===== src/rtl/lcdseq_pkg.sv =====
// Shared types, codes and constants for the character LCD nibble sequencer.
// No dependencies; every other file imports this package.
`timescale 1ns / 1ps
`default_nettype none

package lcdseq_pkg;

   // Request operations
   localparam logic [2:0] OP_INIT   = 3'd0;
   localparam logic [2:0] OP_CMD    = 3'd1;
   localparam logic [2:0] OP_CHAR   = 3'd2;
   localparam logic [2:0] OP_CURSOR = 3'd3;
   localparam logic [2:0] OP_PRINT  = 3'd4;

   // Configuration registers
   localparam int CSR_INDEX_W = 1;
   localparam int CSR_DATA_W  = 16;
   localparam logic [CSR_INDEX_W-1:0] CSR_LONG_HOLD  = 1'd0;
   localparam logic [CSR_INDEX_W-1:0] CSR_SHORT_HOLD = 1'd1;
   localparam logic [15:0] LONG_HOLD_RESET  = 16'd2000;
   localparam logic [7:0]  SHORT_HOLD_RESET = 8'd20;

   // Cursor address
   localparam logic [7:0] CURSOR_BASE = 8'h80;
   localparam logic [7:0] ROW2_OFFSET = 8'h40;
   localparam logic [1:0] FIRST_ROW   = 2'd1;

   // Decimal print
   localparam int DECIMAL_DIGITS_DEFAULT = 5;
   localparam int BIN_W                  = 16;
   localparam int BCD_CNT_W              = $clog2(BIN_W + 1);
   localparam logic [3:0] DIGIT_HI_NIB   = 4'h3;  // '0' + d has high nibble 3

   // Microcode word
   localparam int UPC_W = 5;

   localparam logic [1:0] UK_SETTLE = 2'd0;  // single state, E low, long hold
   localparam logic [1:0] UK_NIB    = 2'd1;  // E-low, E-high, E-low triple
   localparam logic [1:0] UK_WAIT   = 2'd2;  // wait for the BCD converter

   localparam logic [1:0] NS_CONST   = 2'd0;
   localparam logic [1:0] NS_BYTE_HI = 2'd1;
   localparam logic [1:0] NS_BYTE_LO = 2'd2;
   localparam logic [1:0] NS_DIGIT   = 2'd3;

   localparam logic [1:0] SQ_NEXT  = 2'd0;
   localparam logic [1:0] SQ_END   = 2'd1;
   localparam logic [1:0] SQ_DLOOP = 2'd2;  // jump to target while digits remain

   // Program entry points
   localparam logic [UPC_W-1:0] ENTRY_INIT  = 5'd0;
   localparam logic [UPC_W-1:0] ENTRY_BYTE  = 5'd13;
   localparam logic [UPC_W-1:0] ENTRY_PRINT = 5'd15;
   localparam logic [UPC_W-1:0] DIGIT_LOOP  = 5'd16;

   typedef struct packed {
      logic [1:0]       kind;
      logic [1:0]       nsrc;
      logic [3:0]       cnib;
      logic [1:0]       seq;
      logic [UPC_W-1:0] target;
   } ucode_word_type;

   typedef struct packed {
      logic [2:0]  operation;
      logic [15:0] value;
      logic [1:0]  row;
      logic [4:0]  column;
   } req_payload_type;

   typedef struct packed {
      logic [3:0]  data_nibble;
      logic        reg_select;
      logic        enable;
      logic [15:0] hold_us;
      logic        last;
   } rsp_payload_type;

endpackage

`default_nettype wire


===== src/rtl/lcdseq_ucode_rom.sv =====
// Microcode store for the LCD sequencer: one control word per program step.
// Depends on lcdseq_pkg.
`timescale 1ns / 1ps
`default_nettype none

module lcdseq_ucode_rom
   import lcdseq_pkg::*;
(
   input  wire logic [UPC_W-1:0] addr,
   output ucode_word_type        word
);

   function automatic ucode_word_type uw(input logic [1:0] kind, input logic [1:0] nsrc,
                                         input logic [3:0] cnib, input logic [1:0] seq,
                                         input logic [UPC_W-1:0] target);
      ucode_word_type w;
      w.kind   = kind;
      w.nsrc   = nsrc;
      w.cnib   = cnib;
      w.seq    = seq;
      w.target = target;
      return w;
   endfunction

   always_comb begin
      unique case (addr)
         // init: settle, 3 x 0x3, 0x2, then 0x28 0x0C 0x01 0x06
         5'd0:    word = uw(UK_SETTLE, NS_CONST, 4'h0, SQ_NEXT, ENTRY_INIT);
         5'd1:    word = uw(UK_NIB, NS_CONST, 4'h3, SQ_NEXT, ENTRY_INIT);
         5'd2:    word = uw(UK_NIB, NS_CONST, 4'h3, SQ_NEXT, ENTRY_INIT);
         5'd3:    word = uw(UK_NIB, NS_CONST, 4'h3, SQ_NEXT, ENTRY_INIT);
         5'd4:    word = uw(UK_NIB, NS_CONST, 4'h2, SQ_NEXT, ENTRY_INIT);
         5'd5:    word = uw(UK_NIB, NS_CONST, 4'h2, SQ_NEXT, ENTRY_INIT);
         5'd6:    word = uw(UK_NIB, NS_CONST, 4'h8, SQ_NEXT, ENTRY_INIT);
         5'd7:    word = uw(UK_NIB, NS_CONST, 4'h0, SQ_NEXT, ENTRY_INIT);
         5'd8:    word = uw(UK_NIB, NS_CONST, 4'hC, SQ_NEXT, ENTRY_INIT);
         5'd9:    word = uw(UK_NIB, NS_CONST, 4'h0, SQ_NEXT, ENTRY_INIT);
         5'd10:   word = uw(UK_NIB, NS_CONST, 4'h1, SQ_NEXT, ENTRY_INIT);
         5'd11:   word = uw(UK_NIB, NS_CONST, 4'h0, SQ_NEXT, ENTRY_INIT);
         5'd12:   word = uw(UK_NIB, NS_CONST, 4'h6, SQ_END, ENTRY_INIT);
         // command, character and cursor: one byte from the byte register
         5'd13:   word = uw(UK_NIB, NS_BYTE_HI, 4'h0, SQ_NEXT, ENTRY_INIT);
         5'd14:   word = uw(UK_NIB, NS_BYTE_LO, 4'h0, SQ_END, ENTRY_INIT);
         // decimal print
         5'd15:   word = uw(UK_WAIT, NS_CONST, 4'h0, SQ_NEXT, ENTRY_INIT);
         5'd16:   word = uw(UK_NIB, NS_CONST, DIGIT_HI_NIB, SQ_NEXT, ENTRY_INIT);
         5'd17:   word = uw(UK_NIB, NS_DIGIT, 4'h0, SQ_DLOOP, DIGIT_LOOP);
         default: word = uw(UK_WAIT, NS_CONST, 4'h0, SQ_END, ENTRY_INIT);
      endcase
   end

endmodule

`default_nettype wire


===== src/rtl/lcdseq_bcd.sv =====
// Iterative binary to BCD converter (shift and add 3, one bit per cycle)
// with a digit shifter for reading the result most significant first.
// Depends on lcdseq_pkg.
`timescale 1ns / 1ps
`default_nettype none

module lcdseq_bcd
   import lcdseq_pkg::*;
#(
   parameter int DECIMAL_DIGITS = DECIMAL_DIGITS_DEFAULT
) (
   input  wire logic             clock,
   input  wire logic             reset,
   input  wire logic             start,
   input  wire logic [BIN_W-1:0] bin_value,
   input  wire logic             shift_digit,
   output logic                  busy,
   output logic [3:0]            digit
);

   localparam int BCD_W = 4 * DECIMAL_DIGITS;

   logic [BCD_W-1:0]     bcd_ff, bcd_in, bcd_adj;
   logic [BIN_W-1:0]     bin_ff, bin_in;
   logic [BCD_CNT_W-1:0] cnt_ff, cnt_in;

   always_comb begin
      for (int i = 0; i < DECIMAL_DIGITS; i++) begin
         if (bcd_ff[4*i +: 4] >= 4'd5) begin
            bcd_adj[4*i +: 4] = bcd_ff[4*i +: 4] + 4'd3;
         end else begin
            bcd_adj[4*i +: 4] = bcd_ff[4*i +: 4];
         end
      end
   end

   always_comb begin
      bcd_in = bcd_ff;
      bin_in = bin_ff;
      cnt_in = cnt_ff;
      if (start) begin
         bcd_in = '0;
         bin_in = bin_value;
         cnt_in = BCD_CNT_W'(BIN_W);
      end else if (cnt_ff != '0) begin
         bcd_in = {bcd_adj[BCD_W-2:0], bin_ff[BIN_W-1]};
         bin_in = {bin_ff[BIN_W-2:0], 1'b0};
         cnt_in = cnt_ff - BCD_CNT_W'(1);
      end else if (shift_digit) begin
         bcd_in = {bcd_ff[BCD_W-5:0], 4'h0};
      end
   end

   always_ff @(posedge clock) begin
      if (reset) begin
         cnt_ff <= '0;
      end else begin
         cnt_ff <= cnt_in;
      end
      bcd_ff <= bcd_in;
      bin_ff <= bin_in;
   end

   assign busy  = (cnt_ff != '0);
   assign digit = bcd_ff[BCD_W-1 -: 4];

endmodule

`default_nettype wire


===== src/rtl/char_lcd_nibble_sequencer.sv =====
// Top level of the character LCD nibble sequencer: step counter, datapath,
// output register. Depends on lcdseq_pkg, lcdseq_ucode_rom and lcdseq_bcd.
`timescale 1ns / 1ps
`default_nettype none

// Turns one request into a run of pin states for a 4-bit character LCD bus, one
// pin state per clock while rsp_stall is low. Init gives 37 states; command,
// character and cursor requests give 6; a decimal print gives 6 per digit
// (DECIMAL_DIGITS digits, leading zeros) after a binary to BCD conversion.
// The pace is set by the microcode step counter, one state per cycle while
// rsp_stall is low, plus the bit-serial BCD unit for prints. The next request
// is taken in the cycle after the last state of the current one has entered
// the output register. Operation codes 5 to 7 are taken and give no states.
// Hold times come from the two configuration registers.
module char_lcd_nibble_sequencer
   import lcdseq_pkg::*;
#(
   parameter int DECIMAL_DIGITS = DECIMAL_DIGITS_DEFAULT
) (
   input  wire logic                   clock,
   input  wire logic                   reset,
   input  wire logic                   req_valid,
   output logic                        req_stall,
   input  wire req_payload_type        req_payload,
   output logic                        rsp_valid,
   input  wire logic                   rsp_stall,
   output rsp_payload_type             rsp_payload,
   input  wire logic                   csr_we,
   input  wire logic [CSR_INDEX_W-1:0] csr_index,
   input  wire logic [CSR_DATA_W-1:0]  csr_wdata
);

   localparam int DIG_CNT_W = $clog2(DECIMAL_DIGITS + 1);

   logic [15:0]          long_hold_ff;
   logic [7:0]           short_hold_ff;
   logic                 busy_ff, busy_in;
   logic [UPC_W-1:0]     upc_ff, upc_in;
   logic [1:0]           phase_ff, phase_in;
   logic                 rs_ff, rs_in;
   logic [7:0]           byte_ff, byte_in;
   logic [DIG_CNT_W-1:0] digits_ff, digits_in;
   logic                 rsp_valid_ff, rsp_valid_in;
   rsp_payload_type      rsp_payload_ff, rsp_payload_in;

   ucode_word_type cw;
   logic           req_accept, out_free, advance, emit, word_done, is_last;
   logic           bcd_busy, bcd_start, bcd_shift;
   logic [3:0]     bcd_digit, nib;
   logic [7:0]     cursor_addr;

   lcdseq_ucode_rom u_rom (
      .addr (upc_ff),
      .word (cw)
   );

   lcdseq_bcd #(
      .DECIMAL_DIGITS (DECIMAL_DIGITS)
   ) u_bcd (
      .clock       (clock),
      .reset       (reset),
      .start       (bcd_start),
      .bin_value   (req_payload.value),
      .shift_digit (bcd_shift),
      .busy        (bcd_busy),
      .digit       (bcd_digit)
   );

   assign req_stall  = busy_ff;
   assign req_accept = req_valid && !busy_ff;
   assign out_free   = !rsp_valid_ff || !rsp_stall;
   assign bcd_start  = req_accept && (req_payload.operation == OP_PRINT);

   always_comb begin
      cursor_addr = CURSOR_BASE + {3'b000, req_payload.column} - 8'd1;
      if (req_payload.row != FIRST_ROW) begin
         cursor_addr = cursor_addr + ROW2_OFFSET;
      end
   end

   // step control
   always_comb begin
      if (cw.kind == UK_WAIT) begin
         advance = busy_ff && !bcd_busy;
      end else begin
         advance = busy_ff && out_free;
      end
      emit      = advance && (cw.kind != UK_WAIT);
      word_done = advance && ((cw.kind != UK_NIB) || (phase_ff == 2'd2));
      is_last   = (cw.kind == UK_NIB) && (phase_ff == 2'd2) &&
                  ((cw.seq == SQ_END) || ((cw.seq == SQ_DLOOP) && (digits_ff == DIG_CNT_W'(1))));
      bcd_shift = word_done && (cw.seq == SQ_DLOOP);
   end

   always_comb begin
      busy_in   = busy_ff;
      upc_in    = upc_ff;
      phase_in  = phase_ff;
      rs_in     = rs_ff;
      byte_in   = byte_ff;
      digits_in = digits_ff;
      if (req_accept) begin
         phase_in  = 2'd0;
         digits_in = DIG_CNT_W'(DECIMAL_DIGITS);
         byte_in   = req_payload.value[7:0];
         busy_in   = 1'b1;
         case (req_payload.operation)
            OP_INIT: begin
               upc_in = ENTRY_INIT;
               rs_in  = 1'b0;
            end
            OP_CMD: begin
               upc_in = ENTRY_BYTE;
               rs_in  = 1'b0;
            end
            OP_CHAR: begin
               upc_in = ENTRY_BYTE;
               rs_in  = 1'b1;
            end
            OP_CURSOR: begin
               upc_in  = ENTRY_BYTE;
               rs_in   = 1'b0;
               byte_in = cursor_addr;
            end
            OP_PRINT: begin
               upc_in = ENTRY_PRINT;
               rs_in  = 1'b1;
            end
            default: begin
               busy_in = 1'b0;  // unknown operation: dropped
            end
         endcase
      end else if (word_done) begin
         phase_in = 2'd0;
         case (cw.seq)
            SQ_NEXT: upc_in = upc_ff + UPC_W'(1);
            SQ_DLOOP: begin
               if (digits_ff > DIG_CNT_W'(1)) begin
                  upc_in    = cw.target;
                  digits_in = digits_ff - DIG_CNT_W'(1);
               end else begin
                  busy_in = 1'b0;
               end
            end
            default: busy_in = 1'b0;
         endcase
      end else if (emit) begin
         phase_in = phase_ff + 2'd1;
      end
   end

   // pin state datapath
   always_comb begin
      case (cw.nsrc)
         NS_BYTE_HI: nib = byte_ff[7:4];
         NS_BYTE_LO: nib = byte_ff[3:0];
         NS_DIGIT:   nib = bcd_digit;
         default:    nib = cw.cnib;
      endcase
      rsp_payload_in.data_nibble = nib;
      rsp_payload_in.reg_select  = (cw.kind == UK_NIB) && rs_ff;
      rsp_payload_in.enable      = (cw.kind == UK_NIB) && (phase_ff == 2'd1);
      if ((cw.kind == UK_NIB) && (phase_ff != 2'd2)) begin
         rsp_payload_in.hold_us = {8'h00, short_hold_ff};
      end else begin
         rsp_payload_in.hold_us = long_hold_ff;
      end
      rsp_payload_in.last = is_last;

      if (emit) begin
         rsp_valid_in = 1'b1;
      end else if (!rsp_stall) begin
         rsp_valid_in = 1'b0;
      end else begin
         rsp_valid_in = rsp_valid_ff;
      end
   end

   always_ff @(posedge clock) begin
      if (reset) begin
         long_hold_ff  <= LONG_HOLD_RESET;
         short_hold_ff <= SHORT_HOLD_RESET;
         busy_ff       <= 1'b0;
         upc_ff        <= ENTRY_INIT;
         phase_ff      <= 2'd0;
         digits_ff     <= '0;
         rsp_valid_ff  <= 1'b0;
      end else begin
         if (csr_we && (csr_index == CSR_LONG_HOLD)) begin
            long_hold_ff <= csr_wdata;
         end
         if (csr_we && (csr_index == CSR_SHORT_HOLD)) begin
            short_hold_ff <= csr_wdata[7:0];
         end
         busy_ff      <= busy_in;
         upc_ff       <= upc_in;
         phase_ff     <= phase_in;
         digits_ff    <= digits_in;
         rsp_valid_ff <= rsp_valid_in;
      end
      rs_ff   <= rs_in;
      byte_ff <= byte_in;
      if (emit) begin
         rsp_payload_ff <= rsp_payload_in;
      end
   end

   assign rsp_valid   = rsp_valid_ff;
   assign rsp_payload = rsp_payload_ff;

endmodule

`default_nettype wire


===== config.mk =====
export PLATFORM = sky130hd
export DESIGN_NAME = char_lcd_nibble_sequencer
export DESIGN_NICKNAME = d
export VERILOG_FILES = /design/src/rtl/lcdseq_pkg.sv /design/src/rtl/lcdseq_ucode_rom.sv /design/src/rtl/lcdseq_bcd.sv /design/src/rtl/char_lcd_nibble_sequencer.sv
export SDC_FILE = /design/constraint.sdc
export NUM_CORES = 1
export LEC_CHECK = 0
export BUFFER_PORTS_ARGS = -buffer_cell sky130_fd_sc_hd__clkbuf_2
export CAP_MARGIN = 10
export CORE_ASPECT_RATIO = 0.8
export CORE_MARGIN = 2
export CORE_UTILIZATION = 58
export DETAILED_ROUTE_END_ITERATION = 16
export PLACE_DENSITY_LB_ADDON = 0.08
export SYNTH_ARGS = -nofsm -noshare
export SYNTH_HDL_FRONTEND = slang
export SYNTH_SLANG_ARGS = --single-unit

===== constraint.sdc =====
create_clock -name clock -period 3.4 [get_ports clock]
set_input_delay 0.51 -clock clock [delete_from_list [all_inputs] [get_ports clock]]
set_output_delay 0.51 -clock clock [all_outputs]
set_load 0.05 [all_outputs]

# == Yosys cells after proc, flatten, opt, wreduce, memory -nomap -nowiden ==
# Memory sizes are Yosys's and may differ from the RTL's. A register that Yosys moved wholly into a read port is not among the register bits.
# Index checks and enable logic that the tools add are counted.
# classes
n_addsub,12
n_mul,0
div_mod_pow,0
order_cmp,6
eq_ne,23
n_shift,0
muxes,35
bitwise_logic,1
reduce_logical,44
# op_table
op,n
$mux W20,2
$mux W5,7
$mux W16,2
$mux W8,3
$ge A4 B3 Y1 const B,5
$add A4 B2 Y4 const B,4
$mux W4,4
$logic_and A1 B1 Y1,15
$mux W3,5
$pmux W5 S3,1
$pmux W4 S3,1
$reduce_bool A2 Y1,6
$eq A2 B2 Y1 const B,5
$pmux W5 S2,1
$reduce_and A3 Y1,3
$reduce_or A3 Y1,3
$add A8 B5 Y8 const A,1
$add A8 B7 Y8 const B,1
$eq A2 B1 Y1 const B,4
$sub A8 B1 Y8 const B,1
$mux W1,7
$eq A3 B1 Y1 const B,2
$eq A3 B2 Y1 const B,2
$ne A2 B1 Y1 const B,3
other kinds (23),33
# word_totals
register_bits,109
latch_bits,0
ram_bits,0
romBits,352
inputBits,48
out_inout_bits,25
word_cells,142
memories,1
# mem_list
memory,words,width,rd,rd_ports_with_merged_regs,write_ports,line,rtl
(name not given),32,11,1,1,0,lcdseq_ucode_rom.sv:26,unique case (addr)

# == Depth between registers and ports, before layout ==
# depth
depth_word,9
ltp_mapped,12
ltp_nobuf,9

# == Cells and area by module ==
# From an unflattened synthesis, not the netlist that was laid out.
# hier_totals
hier_cells,554
area_unflattened_um2,5684.2
# modules_own_cells
module,instances,cells_each,area_per_inst_um2,seq_area_each_um2
char_lcd_nibble_sequencer,1,305,3119.2,1681.6
lcdseq_bcd,1,208,2299.7,980.9
lcdseq_ucode_rom,1,41,265.3,0.0

# == Worst setup path after synthesis ==
# OpenSTA, ideal clock, no wires.
# synth_path
path_kind,register -> register
from,reg busy_ff (netlist: req_stall)
to,reg u_rom.word[8] (netlist name)
setup_ps,74
arrival_time_ps,2701
required_ps,3326
slack_ps,625
stages_incl_launch_ff,10
n_path_buf,2
synth_period_minus_slack_ps,2775
cell_sequence,dfxtp_1 nand2b_1 buf_6 inv_4 buf_6 or3_4 o2111ai_4 mux2_4 or4_1 a31oi_1
# synth_via
elab_cells_between_ends,14
classes_between,2 x eq/ne; 4 x mux; 8 x reduce/logical
# synth_rtl
item,line,rtl
start: declaration,char_lcd_nibble_sequencer.sv:37,"logic busy_ff, busy_in;"
start signal: assignment,char_lcd_nibble_sequencer.sv:195,busy_ff <= busy_in;
$logic_not A1 Y1 *,char_lcd_nibble_sequencer.sv:70,assign req_accept = req_valid && !busy_ff;
$logic_and A1 B1 Y1 *,char_lcd_nibble_sequencer.sv:70,
net req_accept,char_lcd_nibble_sequencer.sv:47,"logic req_accept, out_free, advance, emit, word_done, is_last;"
$ne A4 B2 Y1 (no source line) (tied with other cells),n/a,
$reduce_and A4 Y1 (no source line),n/a,
$mux W5 (no source line) * (2 in series),n/a,
# The timed path passes the listed nets; every way through them passes the cells marked *.
# A chain may end at the register's enable or synchronous reset.

# == Worst setup path after layout ==
# layout_path
from,reg busy_ff (netlist: req_stall)
to,reg u_rom.word[8] (netlist name)
# layout_via
elab_chain_len,7
elab_cells_between_ends,14
classes_between,2 x eq/ne; 4 x mux; 8 x reduce/logical
# layout_lines
item,line,rtl
"$logic_and A1 B1 Y1, on equally long branches","char_lcd_nibble_sequencer.sv:86, char_lcd_nibble_sequencer.sv:84",
$mux W1,char_lcd_nibble_sequencer.sv:83,if (cw.kind == UK_WAIT) begin
$logic_and A1 B1 Y1,char_lcd_nibble_sequencer.sv:89,word_done = advance && ((cw.kind != UK_NIB) || (phase_ff == 2'd2));
$reduce_bool A2 Y1 (no source line),n/a,
$reduce_and A4 Y1 (no source line),n/a,
$mux W5 (no source line) * (2 in series),n/a,
# Every way passes the cells marked *; elsewhere a longest branch is shown, timed or not.

==> qor.csv <==
stage;metric;value;unit
outcome;status;complete, no violations;
power_and_ir_drop;Leakage;2.80;nW
min_path;Hold Crit Start;csr_wdata[15];
worst_setup_path;nature of the critical path startpoint;flop;
sta;Final period util;80.7;%
global_routing;global-route wire length before repair;20800;um
worst_setup_path;CP Launch Point;req_stall;
drt;Routed wire per std cell;15.3;um
drt;total wire length after detailed routing;12500;um
floorplan;Core Box Area;9650;um2
yosys;cell taking the most area after synthesis;edfxtp_1;
place;port bufs;72;
clock_tree;cts-stage hold buffer count;0;
clock_tree;Clock Pin Slew Worst Setup and Hold Paths;0.05;ns
yosys;Post-synth EDFFs;48;
place;post-placement cell count;781;
sta;Slew @ Worst Pin;0.995;ns
clock_tree;CTS tree;yes;
yosys;Primary FF master, synth;dfxtp_1;
finish;Syn-to-layout area delta;17.7;%
clock_tree;clk sinks;119;
finish;Final #Nets;730;
floorplan;Die Y;93.0;um
drt;post-route ant nets;0;
worst_setup_path;worst r2r path cells;8;
clock_tree;post-CTS sizing;0;
sta;final slew viol count;0;
place;Post-DP HPWL;8390;um
finish;Ant. Diodes;0;
yosys;count of cell types in the netlist;59;
finish;Fillers;736;
yosys;syn avg cell area;9.67;um2
global_routing;initial antenna violation count;0;
worst_setup_path;CP Max Fanout;19;
yosys;register bit total from synthesis;119;
drt;Residual DRC;0;
worst_setup_path;worst reg2reg path endpoint;u_rom.word[8];
clock_tree;Num CTS Buffers;17;
worst_setup_path;reg-to-reg critical path startpoint;req_stall;
sta;slew margin rel.;33.7;%
finish;layout cell share with drive strength beyond 1;19.2;%
min_path;hold path depth;3;
sta;# setup viols final;0;
drt;vias per std cell;5.53;
power_and_ir_drop;switching fraction of total power;33.9;%
power_and_ir_drop;power share of the clock group;30.5;%
global_routing;largest net degree at the start of global routing;51;
floorplan;floorplan die width;115;um
finish;Layout Cells excl Fill;813;
power_and_ir_drop;NetSw;0.00185;W
worst_setup_path;CP endpoint kind;flop;
yosys;share of the synthesized area in the top cell type;25.1;%
clock_tree;Setup Buffers After CTS;0;
worst_setup_path;Worst EP required;3.70;ns
finish;multi-input combinational cell area;2660;um2
place;routability congestion estimate;0.909;
global_routing;total track usage;24.7;%
global_routing;total grt overflow;0;
drt;DR iter-0 viols;321;
floorplan;row count;32;
yosys;Mapped Cells;594;
sta;unrepaired setup endpoints after global routing;false;
yosys;synth top area cells;edfxtp_1, dfxtp_1, nand2_1, ha_1, a21oi_1;
sta;setup TNS;0;ns
sta;achievable clock frequency;365;MHz
global_routing;number of global-route vias before repair;4386;
power_and_ir_drop;Pwr Density;808;nW/um2
worst_setup_path;CP Data Arrival Time;3.05;ns
floorplan;Initial Util;59.6;%
min_path;hold endpoint;long_hold_ff[15];
min_path;Worst Hold Class;in -> reg;
power_and_ir_drop;Comb pwr share;30.2;%
worst_setup_path;Reg2Reg Setup Slack;0.66;ns
flow_run;max-cap viol count;0;
finish;Seq. cell area;2860;um2
sta;Max Clock Skew;0.00798;ns
clock_tree;worst skew pair latency;0.40;ns
yosys;sequential-to-total area share from yosys stat;49.8;%
yosys;ys async rst share;0;%
drt;DR vias;4495;
yosys;Mapped Area;5750;um2
power_and_ir_drop;internal power;0.00361;W
sta;final hold vios;0;
floorplan;num ports;73;
worst_setup_path;WS Path Type;reg -> reg;
power_and_ir_drop;Peak VDD IR;350;uV
clock_tree;H-tree levels;4;
sta;post-layout min period;2.74;ns
power_and_ir_drop;sequential share of power;39.2;%
floorplan;die footprint;10700;um2
yosys;Synthesis Warnings;0;
drt;first-pass iteration count of the detailed router;5;
clock_tree;Longest Clk Path Bufs;2;
yosys;syn_nets;660;
clock_tree;root buf cell;clkbuf_16;
==> worst max path at each step <==
| stage | end |
|---|---|
| after global placement | u_rom.word[8] |
| after global routing | u_rom.word[8] |
| after floorplan | u_rom.word[8] |
| after detailed placement | u_rom.word[8] |
| final | u_rom.word[8] |
| after CTS | u_rom.word[8] |
==> placed cells by master, fill, tap and decap left out, drive strengths merged, types with 4 or more instances in the layout <==
master  synthesis  layout
edfxtp         48      48
o21ai          24      24
nand2         112     112
nand2b         11      11
clkinv          0       7
a31oi           6       6
nor2b          14      14
and3            5       5
nor3           16      16
and2            8       8
nand3b         10      10
a211oi         20      20
mux2i          12      12
nor2           31      31
ha             18      18
a21oi          45      45
or3             6       6
mux4            4       4
nand3          10      10
mux2            9       9
dfxtp          71      71
inv            26      26
nand4           4       4
clkbuf         20      93
xnor2          16      16
nor4            6       6
a32oi           5       5
buf             9       8
nor3b           4       4
==> kinds of logic after synthesis <==
family                     synth area share [%]
and+or+nand+nor                            20.3
buffers and inverters                      4.05
adders and majority gates                  3.92
muxes                                      5.49
DFF                                        49.8
xor gates and xnor gates                   2.59
AOI/OAI and AO/OA                          13.8
==> final cells by class <==
cell class	instances	share of cell area [%]
multi-input combinational	420	39.3
tap	136	2.52
inverter	26	1.48
sequential	119	42.3
clock inverter	11	1.59
timing repair buffer	80	6.22
clock buffer	21	6.51
==> flip-flops by register name (all words and copies together) (netlist names) <==
signal	count
byte_ff	8
u_rom.word	10
rsp_valid	1
upc_ff	5
req_stall	1
u_bcd.cnt_ff	5
short_hold_ff	8
rs_ff	1
phase_ff	2
rsp_payload	23
u_bcd.bin_ff	16
long_hold_ff	16
u_bcd.bcd_ff	20
digits_ff	3
==> critical path: stages (launching register included) <==
cell       delay (ns)
dfxtp_1          0.36
nand2b_1         0.22
inv_4            0.21
and2_0           0.42
o2111ai_4        0.28
o21ai_1          0.39
nand3_1          0.17
or4_1            0.43
a31oi_1          0.17
==> through the flow <==
| stage | cell area [um2] | total power [W] | setup WS, ns | utilization (%) | hold slack, ns |
|---|---|---|---|---|---|
| 6_report | 6760 | 0.00546 | 0.657 | 70.1 | 0.333 |
| 5_1_grt | 6760 | 0.00581 | 0.343 | 70.1 | 0.332 |
| 4_1_cts | 6760 | 0.00548 | 0.671 | 70.1 | 0.326 |
| 3_5_place_dp | 6210 | 0.00379 | 0.607 | 64.4 | 0.444 |
| 3_3_place_gp | 6210 | 0.00369 | 0.703 | 64.4 | 0.437 |
| 2_1_floorplan | 5750 | 0.00339 | 0.625 | - | 0.430 |
==> per-layer routing <==
layer  share of wire, %  vias up  wire length, um  GRT usage (%)
met5                  0        -                0              0
met4                1.4        0              179           8.63
met3                6.2       17              775           6.16
met2                 46      144             5780           37.9
met1                 46     2073             5730           34.1
li1                   -     2261                -              -
==> power groups by stage <==
stage / sequential, W / combinational, W / clock (W)
2_1_floorplan: 0.00215 / 0.00124 / 0
3_3_place_gp: 0.00214 / 0.00155 / 0
3_5_place_dp: 0.00216 / 0.00163 / 0
4_1_cts: 0.00214 / 0.00165 / 0.00169
5_1_grt: 0.00219 / 0.00187 / 0.00175
6_report: 0.00214 / 0.00165 / 0.00167
==> Yosys cell counts, types with 2 or more instances <==
library cell	instances
a2111oi_0	2
a211oi_1	20
a21oi_1	44
a31oi_1	6
a32oi_1	5
and2_1	7
and3_1	5
buf_1	2
buf_2	4
buf_6	2
clkbuf_1	20
dfxtp_1	71
edfxtp_1	48
ha_1	18
inv_1	25
mux2_2	8
mux2i_1	12
mux4_2	4
nand2_1	111
nand2b_1	11
nand3_1	10
nand3b_1	10
nand4_1	4
nor2_1	31
nor2b_1	14
nor3_1	16
nor3b_1	3
nor4_1	6
o21a_1	2
o21ai_0	20
o21ai_1	3
o31a_1	2
o32ai_1	2
or3_1	4
or3_4	2
or4_1	2
xnor2_1	16
Power figures use the tool's default switching activity.
